==> config.mk <==
export PLATFORM = sky130hd
export DESIGN_NAME = csv_field_tokenizer_core
export DESIGN_NICKNAME = d
export VERILOG_FILES = /design/src/hw/rtl/cft_pkg.sv /design/src/hw/rtl/cft_classify.sv /design/src/hw/rtl/cft_step.sv /design/src/hw/rtl/csv_field_tokenizer_core.sv
export SDC_FILE = /design/constraint.sdc
export NUM_CORES = 1
export LEC_CHECK = 0
export BUFFER_PORTS_ARGS = -buffer_cell sky130_fd_sc_hd__buf_2
export CAP_MARGIN = 20
export CORE_UTILIZATION = 35
export CTS_BUF_LIST = sky130_fd_sc_hd__clkbuf_8 sky130_fd_sc_hd__clkbuf_16
export DETAILED_ROUTE_END_ITERATION = 8
export PLACE_DENSITY = 0.56
export SYNTH_ARGS = -nofsm -noshare
export SYNTH_HDL_FRONTEND = slang
export SYNTH_HIERARCHICAL = 1
export SYNTH_SLANG_ARGS = --single-unit
==> constraint.sdc <==
create_clock -name clk -period 2.79 [get_ports clk]
set_input_delay 0.1395 -clock clk [delete_from_list [all_inputs] [get_ports clk]]
set_output_delay 0.1395 -clock clk [all_outputs]
set_load 0.005 [all_outputs]
==> src/hw/rtl/cft_pkg.sv <==
// Shared types, codes and the parse transition table of the CSV field tokenizer.
`timescale 1ns / 1ps
`default_nettype none
package cft_pkg;

  typedef logic [2:0] state_t;
  typedef logic [2:0] cls_t;
  typedef logic [2:0] go_t;
  typedef logic [1:0] kind_t;

  // Parse states.
  localparam state_t ST_UNQUOTED   = 3'd0;
  localparam state_t ST_FIELD_END  = 3'd1;
  localparam state_t ST_QUOTE_OPEN = 3'd2;
  localparam state_t ST_QUOTED     = 3'd3;
  localparam state_t ST_QUOTE_EXIT = 3'd4;

  // Transition outcomes beyond the plain states.
  localparam go_t GO_ROW_END   = 3'd5;
  localparam go_t GO_QUOTE_EOF = 3'd6;

  // Character classes.
  localparam cls_t CLS_SEP   = 3'd0;
  localparam cls_t CLS_QUOTE = 3'd1;
  localparam cls_t CLS_NL    = 3'd2;
  localparam cls_t CLS_OTHER = 3'd3;
  localparam cls_t CLS_EOF   = 3'd4;

  localparam int NUM_STATES  = 5;
  localparam int NUM_CLASSES = 5;

  // Event kinds on the result channel.
  localparam kind_t EV_DATA  = 2'd0;
  localparam kind_t EV_FIELD = 2'd1;
  localparam kind_t EV_ROW   = 2'd2;
  localparam kind_t EV_QERR  = 2'd3;

  // Configuration register indexes.
  localparam logic [1:0] REG_SEPARATOR = 2'd0;
  localparam logic [1:0] REG_QUOTE     = 2'd1;
  localparam logic [1:0] REG_NEWLINE   = 2'd2;

  localparam logic [7:0] SEPARATOR_RESET = 8'd44;
  localparam logic [7:0] QUOTE_RESET     = 8'd34;
  localparam logic [7:0] NEWLINE_RESET   = 8'd10;

  // Rows are the current state, columns the character class.
  localparam go_t NEXT_TAB [NUM_STATES][NUM_CLASSES] = '{
    '{ST_FIELD_END, ST_QUOTE_OPEN, GO_ROW_END, ST_UNQUOTED, GO_ROW_END},
    '{ST_FIELD_END, ST_QUOTE_OPEN, GO_ROW_END, ST_UNQUOTED, GO_ROW_END},
    '{ST_QUOTED, ST_QUOTE_EXIT, ST_QUOTED, ST_QUOTED, GO_QUOTE_EOF},
    '{ST_QUOTED, ST_QUOTE_EXIT, ST_QUOTED, ST_QUOTED, GO_QUOTE_EOF},
    '{ST_FIELD_END, ST_QUOTED, GO_ROW_END, ST_UNQUOTED, GO_ROW_END}
  };

  // Outcome of one parse step.
  typedef struct packed {
    logic       emit;
    kind_t      kind;
    logic [7:0] data;
    state_t     state_next;
    logic       row_started_next;
  } step_t;

endpackage
`default_nettype wire

==> src/hw/rtl/cft_classify.sv <==
// Sorts one input byte into separator, quote, newline, other or end of input.
`timescale 1ns / 1ps
`default_nettype none
module cft_classify
  import cft_pkg::*;
(
  input  wire logic [7:0] in_byte,
  input  wire logic       end_of_input,
  input  wire logic [7:0] separator_char,
  input  wire logic [7:0] quote_char,
  input  wire logic [7:0] newline_char,
  output cls_t            cls
);

  // Separator wins over quote, and quote over newline, when they are equal.
  always_comb begin
    if (end_of_input) begin
      cls = CLS_EOF;
    end else if (in_byte == separator_char) begin
      cls = CLS_SEP;
    end else if (in_byte == quote_char) begin
      cls = CLS_QUOTE;
    end else if (in_byte == newline_char) begin
      cls = CLS_NL;
    end else begin
      cls = CLS_OTHER;
    end
  end

endmodule
`default_nettype wire

==> src/hw/rtl/cft_step.sv <==
// One step of the parse table: next state and the event that it emits.
`timescale 1ns / 1ps
`default_nettype none
module cft_step
  import cft_pkg::*;
(
  input  wire state_t     parse_state,
  input  wire logic       row_started,
  input  wire cls_t       cls,
  input  wire logic [7:0] in_byte,
  output step_t           step
);

  state_t cur;
  go_t    go;

  always_comb begin
    cur = (parse_state > ST_QUOTE_EXIT) ? ST_UNQUOTED : parse_state;
    go  = NEXT_TAB[cur][cls];

    step.emit             = 1'b0;
    step.kind             = EV_DATA;
    step.data             = 8'd0;
    step.state_next       = parse_state;
    step.row_started_next = row_started;

    if ((cls == CLS_EOF) && !row_started) begin
      // End of input on an empty row changes nothing.
      step.emit = 1'b0;
    end else begin
      step.row_started_next = 1'b1;
      case (go)
        GO_ROW_END, GO_QUOTE_EOF: begin
          step.emit             = 1'b1;
          step.kind             = (go == GO_ROW_END) ? EV_ROW : EV_QERR;
          step.state_next       = ST_UNQUOTED;
          step.row_started_next = 1'b0;
        end
        ST_UNQUOTED, ST_QUOTED: begin
          step.emit       = 1'b1;
          step.kind       = EV_DATA;
          step.data       = in_byte;
          step.state_next = go;
        end
        ST_FIELD_END: begin
          step.emit       = 1'b1;
          step.kind       = EV_FIELD;
          step.state_next = go;
        end
        ST_QUOTE_OPEN, ST_QUOTE_EXIT: begin
          step.state_next = go;
        end
        default: begin
          step.state_next = ST_UNQUOTED;
        end
      endcase
    end
  end

endmodule
`default_nettype wire

==> src/hw/rtl/csv_field_tokenizer_core.sv <==
// Top level of the streaming CSV field tokenizer: registers, handshakes and parse state.
//
//  Channel   Direction  Handshake                 Payload
//  -------   ---------  ------------------------  ---------------------------
//  byte      in         byte_valid / byte_stall   in_byte[7:0], end_of_input
//  event     out        event_valid / event_stall event_kind[1:0], out_byte[7:0]
//  cfg       in         cfg_we (no wait)          cfg_index[1:0], cfg_data[7:0]
//
// An accepted byte lands in an input register, is classified and stepped
// through the parse table combinationally, and its event is captured in the
// result register. One byte is taken every cycle while the byte channel does
// not stall; the only loop is the parse state register and its step logic.
// Reset clears the parse state, both valid flags and restores the default
// separator, quote and newline characters.
// A stall on the event channel holds the result register, and the byte
// channel stalls only while the input register is full and cannot move on.
`timescale 1ns / 1ps
`default_nettype none
module csv_field_tokenizer_core
  import cft_pkg::*;
(
  input  wire logic       clk,
  input  wire logic       rst,
  input  wire logic       cfg_we,
  input  wire logic [1:0] cfg_index,
  input  wire logic [7:0] cfg_data,
  input  wire logic       byte_valid,
  output logic            byte_stall,
  input  wire logic [7:0] in_byte,
  input  wire logic       end_of_input,
  output logic            event_valid,
  input  wire logic       event_stall,
  output kind_t           event_kind,
  output logic [7:0]      out_byte
);

  // Configuration registers.
  logic [7:0] separator_char;
  logic [7:0] quote_char;
  logic [7:0] newline_char;

  // Input register.
  logic       held_valid;
  logic [7:0] held_byte;
  logic       held_eof;

  // Parse state.
  state_t parse_state;
  logic   row_started;

  cls_t  cls;
  step_t step;
  logic  advance;

  always_ff @(posedge clk) begin
    if (rst) begin
      separator_char <= SEPARATOR_RESET;
      quote_char     <= QUOTE_RESET;
      newline_char   <= NEWLINE_RESET;
    end else if (cfg_we) begin
      case (cfg_index)
        REG_SEPARATOR: separator_char <= cfg_data;
        REG_QUOTE:     quote_char     <= cfg_data;
        REG_NEWLINE:   newline_char   <= cfg_data;
        default:       ;
      endcase
    end
  end

  cft_classify u_classify (
    .in_byte        (held_byte),
    .end_of_input   (held_eof),
    .separator_char (separator_char),
    .quote_char     (quote_char),
    .newline_char   (newline_char),
    .cls            (cls)
  );

  cft_step u_step (
    .parse_state (parse_state),
    .row_started (row_started),
    .cls         (cls),
    .in_byte     (held_byte),
    .step        (step)
  );

  // The held item moves on whenever the result register is free or being
  // drained this cycle; items that emit nothing move on as well.
  assign advance    = !event_valid || !event_stall;
  assign byte_stall = held_valid && !advance;

  always_ff @(posedge clk) begin
    if (rst) begin
      held_valid <= 1'b0;
    end else if (!byte_stall) begin
      held_valid <= byte_valid;
    end
  end

  always_ff @(posedge clk) begin
    if (byte_valid && !byte_stall) begin
      held_byte <= in_byte;
      held_eof  <= end_of_input;
    end
  end

  always_ff @(posedge clk) begin
    if (rst) begin
      parse_state <= ST_UNQUOTED;
      row_started <= 1'b0;
    end else if (held_valid && advance) begin
      parse_state <= step.state_next;
      row_started <= step.row_started_next;
    end
  end

  always_ff @(posedge clk) begin
    if (rst) begin
      event_valid <= 1'b0;
    end else if (advance) begin
      event_valid <= held_valid && step.emit;
    end
  end

  always_ff @(posedge clk) begin
    if (advance && held_valid && step.emit) begin
      event_kind <= step.kind;
      out_byte   <= step.data;
    end
  end

  // A row that has consumed nothing is always in the unquoted start state.
  a_idle_row_start : assert property (@(posedge clk) disable iff (rst)
    !row_started |-> parse_state == ST_UNQUOTED)
    else $error("row not started but parse state left the start state");

  a_state_range : assert property (@(posedge clk) disable iff (rst)
    parse_state <= ST_QUOTE_EXIT)
    else $error("parse state holds an unused code");

  a_byte_zero : assert property (@(posedge clk) disable iff (rst)
    event_valid && event_kind != EV_DATA |-> out_byte == 8'd0)
    else $error("non-data event carries a byte");

  a_stall_full : assert property (@(posedge clk) disable iff (rst)
    byte_stall |-> held_valid && event_valid)
    else $error("byte channel stalled while the pipeline can move");

endmodule
`default_nettype wire

==> results.md, run 1 <==
| Step | Result | This run |
| --- | --- | --- |
| run status | Result of the run | finished, violations left |
| run status | Failing checks | DRC |
| detailed routing | Routed wire length | 4.756 mm |
| synthesis | Compound-gate portion of the synthesized area | 6.319% |
| synthesis | Fraction of registers with async set or reset after synthesis | 0% |
| synthesis | Total standard cell area after synthesis | 0.002376 mm^2 |
| clock network | TritonCTS clock tree | yes |
| detailed routing | DRT Pass-1 Iters | 6 |
| synthesis | Fraction of synthesized cell area taken by the top area cell type | 25.28% |
| synthesis | Portion of netlist area occupied by mux cells | 12.85% |
| floorplanning | Area enclosed by the die boundary | 0.007123 mm^2 |
| floorplanning | Starting density of the core | 36.79% |
| power | Leakage dissipation | 1.179 nW |
| critical path | Arrival time of data at the critical path endpoint | 2650 ps |
| sta | RSZ-0062 raised after global routing | false |
| clock network | Number of buffers created by CTS | 5 |
| clock network | Buffers from clock root to sink, at most | 2 |
| synthesis | Flip-flop cell with the highest count after synthesis | dfxtp_1 |
| floorplanning | Boundary Pins | 36 |
| synthesis | Synth cell types | 37 |
| global routing | Antenna violations before repair | 0 |
| floorplanning | Count of standard-cell rows | 29 |
| finish | Fraction of layout cells with a size suffix above 1 | 22.64% |
| sta | Crit path time final | 2636 ps |
| synthesis | Top area cells in the synthesized netlist | dfxtp_1 25%, edfxtp_1 24%, mux2i_1 12%, nand2b_1 8.7%, xor2_1 8.1% |
| critical path | Crit. End Element | flip-flop |
| sta | Period utilisation layout | 94.48% |
| finish | Area of all placed cells without fillers | 0.002831 mm^2 |
| global routing | First-pass GRT wire length | 7.845 mm |
| sta | Pins Over Slew Limit | 0 |
| synthesis | Post-synth EDFFs | 19 |
| synthesis | Yosys warning count | 6 |
| synthesis | Sequential-to-total area share from yosys stat | 49.29% |
| floorplanning | Die height | 84.40 um |
| floorplanning | X dimension of the die | 84.40 um |
| global routing | GRT Resource Usage Total | 14.45% |
| synthesis | Most common library cells after synthesis | 33 x nand2b_1, 30 x dfxtp_1, 28 x mux2i_1 |
| power | Power density relative to cell area | 488.1 mW/mm^2 |
| critical path | Req. time, crit path | 2800 ps |
| sta | Largest clock skew in the final design | 10.71 ps |
| place | Post-place setup slack | -170.7 ps |
| finish | Count of nets after finishing | 288 |
| sta | Number of hold violations in the final report | 0 |
| finish | # fillers | 642 |
| finish | Flip-flop and latch area | 0.001171 mm^2 |
| detailed routing | Post-detailed-route DRC marker count | 2 |
| finish | ANT cells | 0 |
| synthesis | Share of synthesized cell area in full adder, half adder and majority cells | 0% |
| synthesis | Mapped Avg Cell Area | 10.95 um^2 |
| floorplanning | Core ar. | 0.006459 mm^2 |
| global routing | Number of global-route vias before repair | 1635 |
| min path | Hold Crit Class | in2reg |
| synthesis | Simple-Gate Fraction of Synth Area | 19.33% |
| global routing | Largest net degree at the start of global routing | 47 |
| synthesis | Synthesized netlist cell count | 217 |
| critical path | Startpoint types | flip-flop |
| place | DP Cell Count | 325 |
| global routing | GRT Residual Overflow | 0 |
| finish | Area added between synthesis and finish | 19.17% |
| synthesis | XOR/XNOR Fraction of Synth Area | 9.215% |
| sta | Max-Slew Margin vs Limit | 48.53% |
| synthesis | Synthesized Nets | 241 |
| place | Global placer's final weighted congestion | 0.7591 |
| sta | Highest attainable clock frequency | 379.4 MHz |
| min path | Number of stages on the worst hold path | 3 |
| sta | Setup WS post-layout | 153.9 ps |
| power | Flop pwr share | 58.1% |
| detailed routing | Total via count in the routed design | 1652 |
| power | Relative contribution of combinational cells to total power | 12.4% |
| detailed routing | Per-cell via count in the routed design | 4.830 |
| sta | Finish-stage setup viols | 0 |
| critical path | Number of cells traversed by the worst register-to-register path | 8 |
| clock network | Number of sinks on the clock net | 49 |
| clock network | Root cell of the clock tree | clkbuf_8 |
| critical path | Class of the most critical setup path | reg2reg |
| detailed routing | DRT iter0 DRCs | 25 |
| detailed routing | Remaining antenna violation count after routing | 0 |
| clock network | CTS H-Tree Depth | 2 |
| place | Area after DPL | 0.002644 mm^2 |
| synthesis | Most frequent cell after synthesis | nand2b_1 |
| synthesis | Synth area leader | dfxtp_1 |
| detailed routing | Routed wirelength normalized by instance count | 13.91 um |
| power | Switching Power | 0.3438 mW |
| finish | Number of standard cells in the layout, taps in and fillers out | 342 |
| power | Clk network pwr share | 29.6% |
| critical path | Largest fanout on the critical path | 8 |
| power | VDD IR-drop max | 0.2671 mV |
| place | Port bufs | 35 |
| clock network | Clock insertion delay at the later pin of the skew report | 300 ps |
| flow run | Reported max-cap violation count | 0 |
| sta | Transition time at the pin with the least slew margin | 769.2 ps |
| clock network | Buffers inserted by post-CTS timing repair | 0 |
| finish | Footprint of the multi-input gates | 0.001145 mm^2 |
| power | Net Sw Frac | 24.87% |
| clock network | Clock transition at the registers of the reported paths | 90 ps |
| synthesis | Main combinational cell family by area after synthesis | simple AND/OR/NAND/NOR gates |
| synthesis | Synth Register Bits | 49 |
| power | P_int | 1.038 mW |
| finish | Post-layout utilization of the core | 43.84% |
| place | Half-perimeter wire length after detailed placement | 3.538 mm |
[critical path, stage by stage (launching register included)]
cell and delay (ps):
edfxtp_1 480, xor2_1 200, nor4_1 400, a41o_1 250, a31oi_1 70, buf_4 190
nor2_1 150, mux2i_2 410, a21boi_0 190
[cell families after synthesis]
logic type | after synthesis
simple gates | 75
buf+inv | 15
flops | 49
compound gates | 23
mux | 30
xor+xnor | 25
[registers in the layout, indices dropped and copies added (netlist names)]
register	cells
held_byte	8
newline_char	8
out_byte	8
quote_char	8
separator_char	8
parse_state	3
event_kind	2
event_valid	1
held_eof	1
held_valid	1
row_started	1
[power by group through the flow]
stage	Clock, mW	Combinational [mW]	Sequential [mW]
global route	0.458	0.190	0.807
CTS	0.423	0.165	0.803
floorplan	0	0.107	0.814
finish	0.409	0.171	0.802
detailed placement	0	0.161	0.820
global placement	0	0.160	0.820
[cell type report]
type                       instances  area share [%]
clock inverter                     3          0.6186
clock buffer                       5           2.430
multi-input combinational        153           40.43
sequential                        49           41.36
tap                               77           3.403
inverter                           4          0.5303
timing repair buffer              51           11.22
[through the flow]
stage | hold WS [ps] | setup TNS (ps) | power, mW
3_3_place_gp | 316.2 | -621.3 | 0.9798
2_1_floorplan | 238.4 | 0 | 0.9204
5_1_grt | 78.37 | 0 | 1.454
4_1_cts | 1.297 | 0 | 1.390
3_5_place_dp | 317.8 | -1703 | 0.9806
6_report | 96.85 | 0 | 1.382
[routing by layer]
layer  up-vias  global-route usage (%)  share of wire (%)
met5         -                       0                  0
met4         0                   5.085               0.86
met3         2                   4.425                3.3
met2        23                   24.59                 51
met1       787                   17.35                 45
li1        840                       -                  -
[repair_timing]
action / CTS / global route
resized for setup: 1 / 1
hold endpoints to repair: 2 / 7
hold buffers: 2 / 7
endpoints found under the setup margin: 10 / 10
[placed cells by master (no fill, tap or decap), drive strengths merged, types with 2 or more instances in the layout]
cell type,synthesis,routed
nor3b,4,4
inv,4,6
a21oi,5,5
clkbuf,3,5
nand2,5,5
o21ai,5,5
buf,8,42
edfxtp,19,19
nor2,15,15
nor2b,2,2
nand3b,2,2
dlygate4sd3,0,9
a21boi,9,9
dfxtp,30,30
xnor2,3,3
nand3,4,4
mux2i,29,29
nand2b,33,33
xor2,22,22
nor4,5,5
[path summary, 6_finish.rpt]
kind                    from                 to  slack [ps]
max             held_byte[6]        out_byte[3]         150
min              cfg_data[1]  separator_char[1]         100
max reg2reg     held_byte[6]        out_byte[3]         150
min reg2reg  newline_char[4]    newline_char[4]         500
Power figures use the tool's default switching activity.
==> run 2, diff against run 1 <==
--- a/config.mk
+++ b/config.mk
@@ -5,6 +5,7 @@
 export SDC_FILE = /design/constraint.sdc
 export NUM_CORES = 1
 export LEC_CHECK = 0
+export ABC_AREA = 1
 export BUFFER_PORTS_ARGS = -buffer_cell sky130_fd_sc_hd__buf_2
 export CAP_MARGIN = 20
 export CORE_UTILIZATION = 35
==> results.md, run 2 <==
| Step | Result | This run | Change |
| --- | --- | --- | --- |
| sta | Final sum of negative setup slack | 0 ps | unchanged |
| sta | Pins Over Slew Limit | 0 | unchanged |
| synthesis | Flip-flop cell with the highest count after synthesis | dfxtp_1 |  |
| synthesis | Synth cell types | 27 | -27% |
| synthesis | Portion of netlist area occupied by mux cells | 0% | -13 points |
| sta | Largest clock skew in the final design | 11.90 ps | +1.186 ps |
| power | Flop pwr share | 54.1% | -4.0 points |
| clock network | Clock transition at the registers of the reported paths | 100 ps | about the same |
| sta | Period utilisation layout | 89.77% | -4.7 points |
| power | Net Sw Frac | 26.97% | +2.1 points |
| synthesis | Sequential-to-total area share from yosys stat | 46.00% | -3.3 points |
| synthesis | Synth Register Bits | 49 | unchanged |
| finish | Commonest cells after routing, fill and taps aside | 100 x nand2_1, 52 x nor2_1, 40 x inv_1 |  |
| detailed routing | Remaining antenna violation count after routing | 0 | unchanged |
| global routing | Number of global-route vias before repair | 2060 | +26% |
| critical path | CP Buf/Inv Count | 5 | +4 |
| clock network | Root cell of the clock tree | clkbuf_8 |  |
| finish | Count of nets after finishing | 407 | +41% |
| critical path | Class of the most critical setup path | reg2reg |  |
| place | Post-place setup slack | 258.9 ps | +429.6 ps |
| clock network | Buffers inserted by post-CTS timing repair | 0 | unchanged |
| sta | Number of hold violations in the final report | 0 | unchanged |
| finish | Area of all placed cells without fillers | 0.002978 mm^2 | +5.2% |
| clock network | TritonCTS clock tree | yes |  |
| critical path | Worst-path cell chain | xnor2_1 > nand2_1 > nor2_1 > nand2_1 > nand2_1 > nor2_1 > inv_2 > nand2_2 > nor2_4 > inv_4 > nor2_4 > inv_1 > nand2_1 > inv_1 > nand2_1 > a21oi_1 > buf_4 |  |
| finish | # fillers | 760 | +18% |
| power | Power density relative to cell area | 507.8 mW/mm^2 | +4.0% |
| power | Clk network pwr share | 31.0% | +1.4 points |
| clock network | Clock insertion delay at the later pin of the skew report | 310 ps | about the same |
| critical path | CP peak stage delay | 490 ps | about the same |
| power | Relative contribution of combinational cells to total power | 14.9% | +2.5 points |
| place | Half-perimeter wire length after detailed placement | 3.971 mm | +12% |
| finish | Area added between synthesis and finish | 16.95% |  |
| floorplanning | Boundary Pins | 36 | unchanged |
| global routing | Antenna violations before repair | 0 | unchanged |
| floorplanning | Core ar. | 0.006907 mm^2 | +6.9% |
| sta | Setup WS post-layout | 285.4 ps | +131.5 ps |
| detailed routing | DRT iter0 DRCs | 77 | +210% |
| finish | ANT cells | 0 | unchanged |
| synthesis | Main combinational cell family by area after synthesis | simple AND/OR/NAND/NOR gates |  |
| finish | Commonest non-fill, non-tap cell in the layout | nand2_1 |  |
| flow run | Reported max-cap violation count | 0 | unchanged |
| detailed routing | Routed wirelength normalized by instance count | 11.24 um | -19% |
| synthesis | Total standard cell area after synthesis | 0.002546 mm^2 | +7.2% |
| critical path | Startpoint types | flip-flop |  |
| place | Port bufs | 35 | unchanged |
| clock network | Number of buffers created by CTS | 5 | unchanged |
| synthesis | Synthesized Nets | 364 | +51% |
| global routing | GRT Residual Overflow | 0 | unchanged |
| finish | Fraction of layout cells with a size suffix above 1 | 19.27% | -3.4 points |
| detailed routing | DRT Pass-1 Iters | 4 | -2 |
| power | VDD IR-drop max | 0.2226 mV | -17% |
| sta | Crit path time final | 2505 ps | -131.5 ps |
| place | Area after DPL | 0.002793 mm^2 | +5.6% |
| synthesis | Most frequent cell after synthesis | nand2_1 |  |
| synthesis | Compound-gate portion of the synthesized area | 4.816% | -1.5 points |
| detailed routing | Met2 wire len | 2.605 mm | +8.2% |
| floorplanning | X dimension of the die | 87.29 um | +3.4% |
| critical path | Family with the most delay on the worst path | simple AND/OR/NAND/NOR gates |  |
| global routing | Largest net degree at the start of global routing | 25 | -47% |
| run status | Result of the run | completed |  |
| floorplanning | Die height | 87.29 um | +3.4% |
| critical path | Arrival time of data at the critical path endpoint | 2520 ps | -130 ps |
| power | P_int | 1.104 mW | +6.3% |
| synthesis | Synth area leader | dfxtp_1 |  |
| sta | Max-Slew Margin vs Limit | 47.10% | -1.4 points |
| clock network | Buffers from clock root to sink, at most | 2 | unchanged |
| detailed routing | Routed met1 length | 2.608 mm | +21% |
| synthesis | Fraction of registers with async set or reset after synthesis | 0% | unchanged |
| sta | RSZ-0062 raised after global routing | false |  |
| min path | Hold Crit Class | in2reg |  |
| synthesis | Fraction of synthesized cell area taken by the top area cell type | 23.59% | -1.7 points |
| synthesis | Synthesized netlist cell count | 340 | +57% |
| floorplanning | Starting density of the core | 36.87% | +0.078 points |
| power | Switching Power | 0.4079 mW | +19% |
| detailed routing | Highest signal layer in the routed design | met4 |  |
| sta | Transition time at the pin with the least slew margin | 792.6 ps | +23.41 ps |
| synthesis | Share of synthesized cell area in full adder, half adder and majority cells | 0% | unchanged |
| global routing | First-pass GRT wire length | 9.356 mm | +19% |
| floorplanning | Count of standard-cell rows | 30 | +3.4% |
| detailed routing | Total via count in the routed design | 2090 | +27% |
| clock network | Number of sinks on the clock net | 49 | unchanged |
| synthesis | Simple-Gate Fraction of Synth Area | 34.64% | +15 points |
| clock network | CTS H-Tree Depth | 2 | unchanged |
| synthesis | Mapped Avg Cell Area | 7.489 um^2 | -32% |
| finish | Post-layout utilization of the core | 43.12% | -0.72 points |
| power | Leakage dissipation | 1.405 nW | +19% |
| detailed routing | Post-detailed-route DRC marker count | 0 | -2 |
| detailed routing | Routed wire length | 5.393 mm | +13% |
| critical path | Req. time, crit path | 2800 ps | about the same |
| detailed routing | Total length of routed met3 wires | 143 um | -7.7% |
| synthesis | XOR/XNOR Fraction of Synth Area | 5.160% | -4.1 points |
| critical path | Worst-path cell with the longest stage delay | edfxtp_1 |  |
| global routing | GRT Resource Usage Total | 16.06% | +1.6 points |
| critical path | Largest fanout on the critical path | 10 | +2 |
| synthesis | Top area cells in the synthesized netlist | dfxtp_1 24%, edfxtp_1 22%, nand2_1 15%, nor2_1 7.8%, inv_1 5.7% |  |
| floorplanning | Area enclosed by the die boundary | 0.007620 mm^2 | +7.0% |
| detailed routing | Per-cell via count in the routed design | 4.354 | -9.9% |
| synthesis | Most common library cells after synthesis | 100 x nand2_1, 53 x nor2_1, 39 x inv_1 |  |
| synthesis | Yosys warning count | 6 | unchanged |
| critical path | Crit. End Element | flip-flop |  |
| sta | Highest attainable clock frequency | 399.3 MHz | +5.2% |
| synthesis | Post-synth EDFFs | 19 | unchanged |
| critical path | Cell mode on critical path | nand2_1 |  |
| place | Global placer's final weighted congestion | 0.8351 | +10% |
| sta | Finish-stage setup viols | 0 | unchanged |
==> run 2: cell count changes after synthesis, sizes merged, moves of 8 or more <==
| cell | delta |
|---|---|
| a21boi | -8 |
| a21oi | +8 |
| inv | +44 |
| mux2i | -29 |
| nand2 | +104 |
| nand2b | -33 |
| nand3 | +23 |
| nor2 | +43 |
| xnor2 | +12 |
| xor2 | -22 |
==> run 2: path summary, 6_finish.rpt <==
| path | slack [ps] | start | depth (start not counted) | end |
|---|---|---|---|---|
| max reg2reg | 290 | held_byte[5] | 17 | event_kind[0] |
| min | 30 | in_byte[0] | 1 | held_byte[0] |
| min reg2reg | 480 | parse_state[2] | 2 | parse_state[2] |
| max | 290 | held_byte[5] | 17 | event_kind[0] |
==> run 2: power groups by stage <==
stage | Combinational, mW | Sequential (mW) | Clock (mW)
finish | 0.226 | 0.818 | 0.469
global route | 0.260 | 0.823 | 0.523
CTS | 0.226 | 0.819 | 0.490
detailed placement | 0.218 | 0.835 | 0
global placement | 0.217 | 0.835 | 0
floorplan | 0.159 | 0.827 | 0
==> run 2: cells by family after synthesis <==
group           count (synthesis)
flops                          49
compound gates                 20
xor+xnor                       15
buf+inv                        56
simple gates                  200
==> run 2: worst reg2reg max path: cells and delay by family (launching register included) <==
kind | cells | cell delay, ps
AND/OR/NAND/NOR | 10 | 910
buffers and inverters | 5 | 490
AO/OA/AOI/OAI | 1 | 140
flip-flops | 1 | 490
XOR/XNOR | 1 | 180
==> run 2: stage by stage <==
| step | cells | hold WS (ps) | power [mW] |
|---|---|---|---|
| after floorplan | 340 | 208.6 | 0.9862 |
| after global placement | 464 | 318.0 | 1.052 |
| after detailed placement | 464 | 317.6 | 1.053 |
| after CTS | 478 | 0.8640 | 1.534 |
| after global routing | 480 | 4.365 | 1.606 |
| final | 480 | 32.22 | 1.512 |
==> run 2: cell type report <==
| class | instances | area (um^2) | share of cell area (%) |
|---|---|---|---|
| Timing Repair Buffer | 44 | 262.8 | 8.824 |
| Clock inverter | 2 | 8.758 | 0.2941 |
| Tap cell | 96 | 120.1 | 4.034 |
| Inverter | 48 | 182.7 | 6.134 |
| Sequential cell | 49 | 1171 | 39.33 |
| Clock buffer | 6 | 93.84 | 3.151 |
| Multi-Input combinational cell | 235 | 1139 | 38.24 |
==> run 2: what timing repair did <==
action	in CTS	in global routing
endpoints found under the setup margin	0	10
endpoints found under the hold margin	6	2
hold buffers	6	2
resized for setup	0	1
==> run 2: layer usage <==
metal	up-vias	GRT usage (%)
met5	-	0
met2	30	28.05
met1	915	19.14
met3	4	4.360
met4	0	4.918
li1	1141	-
==> run 3, diff against run 2 <==
==> constraint.sdc (replaced) <==
create_clock -name clk -period 2.79 [get_ports clk]
set_input_delay 0.558 -clock clk [delete_from_list [all_inputs] [get_ports clk]]
set_output_delay 0.558 -clock clk [all_outputs]
set_load 0.005 [all_outputs]
==> results.md, run 3 (synthesized netlist as in run 2, its figures left out) <==
| Step | Result | This run | Change |
| --- | --- | --- | --- |
| critical path | Largest fanout on the critical path | 10 | unchanged |
| clock network | Number of buffers created by CTS | 5 | unchanged |
| floorplanning | Die height | 87.29 um | unchanged |
| sta | Finish-stage setup viols | 0 | unchanged |
| critical path | Crit. End Element | flip-flop |  |
| sta | Period utilisation layout | 89.75% | about the same |
| power | Leakage dissipation | 1.372 nW | -2.4% |
| place | Port bufs | 35 | unchanged |
| detailed routing | Total via count in the routed design | 2072 | -0.86% |
| floorplanning | X dimension of the die | 87.29 um | unchanged |
| clock network | Buffers from clock root to sink, at most | 2 | unchanged |
| power | P_int | 1.097 mW | -0.65% |
| sta | Pins Over Slew Limit | 0 | unchanged |
| clock network | CTS H-Tree Depth | 2 | unchanged |
| finish | Fraction of layout cells with a size suffix above 1 | 19.68% | +0.41 points |
| sta | Number of hold violations in the final report | 0 | unchanged |
| finish | Commonest cells after routing, fill and taps aside | 100 x nand2_1, 52 x nor2_1, 40 x inv_1 |  |
| sta | Crit path time final | 2504 ps | -0.5560 ps |
| critical path | Req. time, crit path | 2800 ps | about the same |
| detailed routing | Routed wire length | 5.349 mm | -0.82% |
| global routing | Number of global-route vias before repair | 2046 | -0.68% |
| finish | # fillers | 767 | +0.92% |
| floorplanning | Count of standard-cell rows | 30 | unchanged |
| power | Flop pwr share | 54.3% | +0.2 points |
| global routing | First-pass GRT wire length | 9.315 mm | -0.44% |
| global routing | GRT Resource Usage Total | 15.96% | -0.10 points |
| power | Relative contribution of combinational cells to total power | 14.4% | -0.5 points |
| power | Clk network pwr share | 31.3% | +0.3 points |
| min path | Hold Crit Class | in2reg |  |
| finish | Commonest non-fill, non-tap cell in the layout | nand2_1 |  |
| run status | Result of the run | completed |  |
| detailed routing | DRT Pass-1 Iters | 4 | unchanged |
| sta | Max-Slew Margin vs Limit | 46.77% | -0.33 points |
| sta | Largest clock skew in the final design | 11.92 ps | +0.02290 ps |
| critical path | Startpoint types | flip-flop |  |
| flow run | Reported max-cap violation count | 0 | unchanged |
| place | Half-perimeter wire length after detailed placement | 3.971 mm | unchanged |
| detailed routing | DRT iter0 DRCs | 79 | +2.6% |
| finish | Area added between synthesis and finish | 13.81% |  |
| clock network | Number of buffers inserted for hold repair after clock tree synthesis | 0 | -6 |
| sta | RSZ-0062 raised after global routing | false |  |
| power | VDD IR-drop max | 0.2225 mV | about the same |
| power | Switching Power | 0.4082 mW | about the same |
| floorplanning | Area enclosed by the die boundary | 0.007620 mm^2 | unchanged |
| detailed routing | Per-cell via count in the routed design | 4.390 | +0.82% |
| clock network | Clock transition at the registers of the reported paths | 100 ps | about the same |
| finish | ANT cells | 0 | unchanged |
| clock network | TritonCTS clock tree | yes |  |
| power | Net Sw Frac | 27.12% | +0.14 points |
| clock network | Clock insertion delay at the later pin of the skew report | 310 ps | about the same |
| global routing | Largest net degree at the start of global routing | 25 | unchanged |
| finish | Area of all placed cells without fillers | 0.002898 mm^2 | -2.7% |
| clock network | Number of sinks on the clock net | 49 | unchanged |
| global routing | Antenna violations before repair | 0 | unchanged |
| finish | Count of nets after finishing | 399 | -2.0% |
| floorplanning | Core ar. | 0.006907 mm^2 | unchanged |
| sta | Final sum of negative setup slack | 0 ps | unchanged |
| clock network | Root cell of the clock tree | clkbuf_8 |  |
| sta | Transition time at the pin with the least slew margin | 797.5 ps | +4.932 ps |
| sta | Highest attainable clock frequency | 399.4 MHz | about the same |
| detailed routing | Post-detailed-route DRC marker count | 0 | unchanged |
| power | Overall Power | 1.505 mW | -0.46% |
| place | Area after DPL | 0.002793 mm^2 | unchanged |
| critical path | Arrival time of data at the critical path endpoint | 2520 ps | about the same |
| floorplanning | Boundary Pins | 36 | unchanged |
| floorplanning | Starting density of the core | 36.87% | unchanged |
| place | Global placer's final weighted congestion | 0.8351 | unchanged |
| critical path | Class of the most critical setup path | reg2reg |  |
| finish | Post-layout utilization of the core | 41.96% | -1.2 points |
| detailed routing | Remaining antenna violation count after routing | 0 | unchanged |
| power | Power density relative to cell area | 519.4 mW/mm^2 | +2.3% |
| sta | Final hold slack | 416.0 ps | +383.8 ps |
| global routing | GRT Residual Overflow | 0 | unchanged |
| detailed routing | Routed wirelength normalized by instance count | 11.33 um | +0.87% |
==> run 3: cell types whose count changed in the layout (fill, tap and decap cells not counted) <==
cell | previous run | this run
dlygate4sd3_1 | 8 | 0
==> run 3: layer usage <==
layer  global-route usage (%)  part of all wire (%)
met1                    19.26                    48
met2                    27.49                    48
met3                    4.455                   3.1
met4                    4.918                  0.67
met5                        0                     0
==> run 3: cell type report <==
type | instances | area [um^2] | share of cell area [%]
tap | 96 | 120.1 | 4.145
timing repair buffer | 36 | 182.7 | 6.304
clock buffer | 6 | 93.84 | 3.238
inverter | 48 | 182.7 | 6.304
multi-input combinational | 235 | 1139 | 39.29
sequential | 49 | 1171 | 40.41
clock inverter | 2 | 8.758 | 0.3022
==> run 3: power groups by stage <==
stage | logic (mW) | registers (mW) | clock network, mW
finish | 0.217 | 0.818 | 0.470
global route | 0.251 | 0.823 | 0.523
CTS | 0.219 | 0.819 | 0.490
detailed placement | 0.218 | 0.835 | 0
global placement | 0.217 | 0.835 | 0
floorplan | 0.159 | 0.827 | 0
==> run 3: critical path, cell delays in order, from the launching register on <==
cell and delay, ps:
edfxtp_1 490, xnor2_1 180, nand2_1 110, nor2_1 50
nand2_1 60, nand2_1 70, nor2_1 300, inv_2 90
nand2_2 110, nor2_4 60, inv_4 70, nor2_4 40
inv_1 70, nand2_1 50, inv_1 50, nand2_1 60
a21oi_1 140, buf_4 210
==> run 3: per-stage QoR <==
| stage | cells | setup slack [ps] |
|---|---|---|
| 2_1_floorplan | 340 | 214.7 |
| 3_3_place_gp | 464 | 320.5 |
| 3_5_place_dp | 464 | 258.9 |
| 4_1_cts | 472 | 242.1 |
| 5_1_grt | 472 | 23.44 |
| 6_report | 472 | 286.0 |
==> run 3: timing repair <==
item / CTS / global route
setup endpoints to repair: 0 / 10
buffers inserted: 0 / 0
gates resized for setup: 0 / 1
==> run 3: path summary, 6_finish.rpt <==
check                 startpoint        endpoint  slack (ps)  depth (start not counted)
setup / recovery    held_byte[5]   event_kind[0]         290                         17
hold / removal        in_byte[3]    held_byte[3]         420                          1
setup reg to reg    held_byte[5]   event_kind[0]         290                         17
hold reg to reg   parse_state[2]  parse_state[2]         480                          2
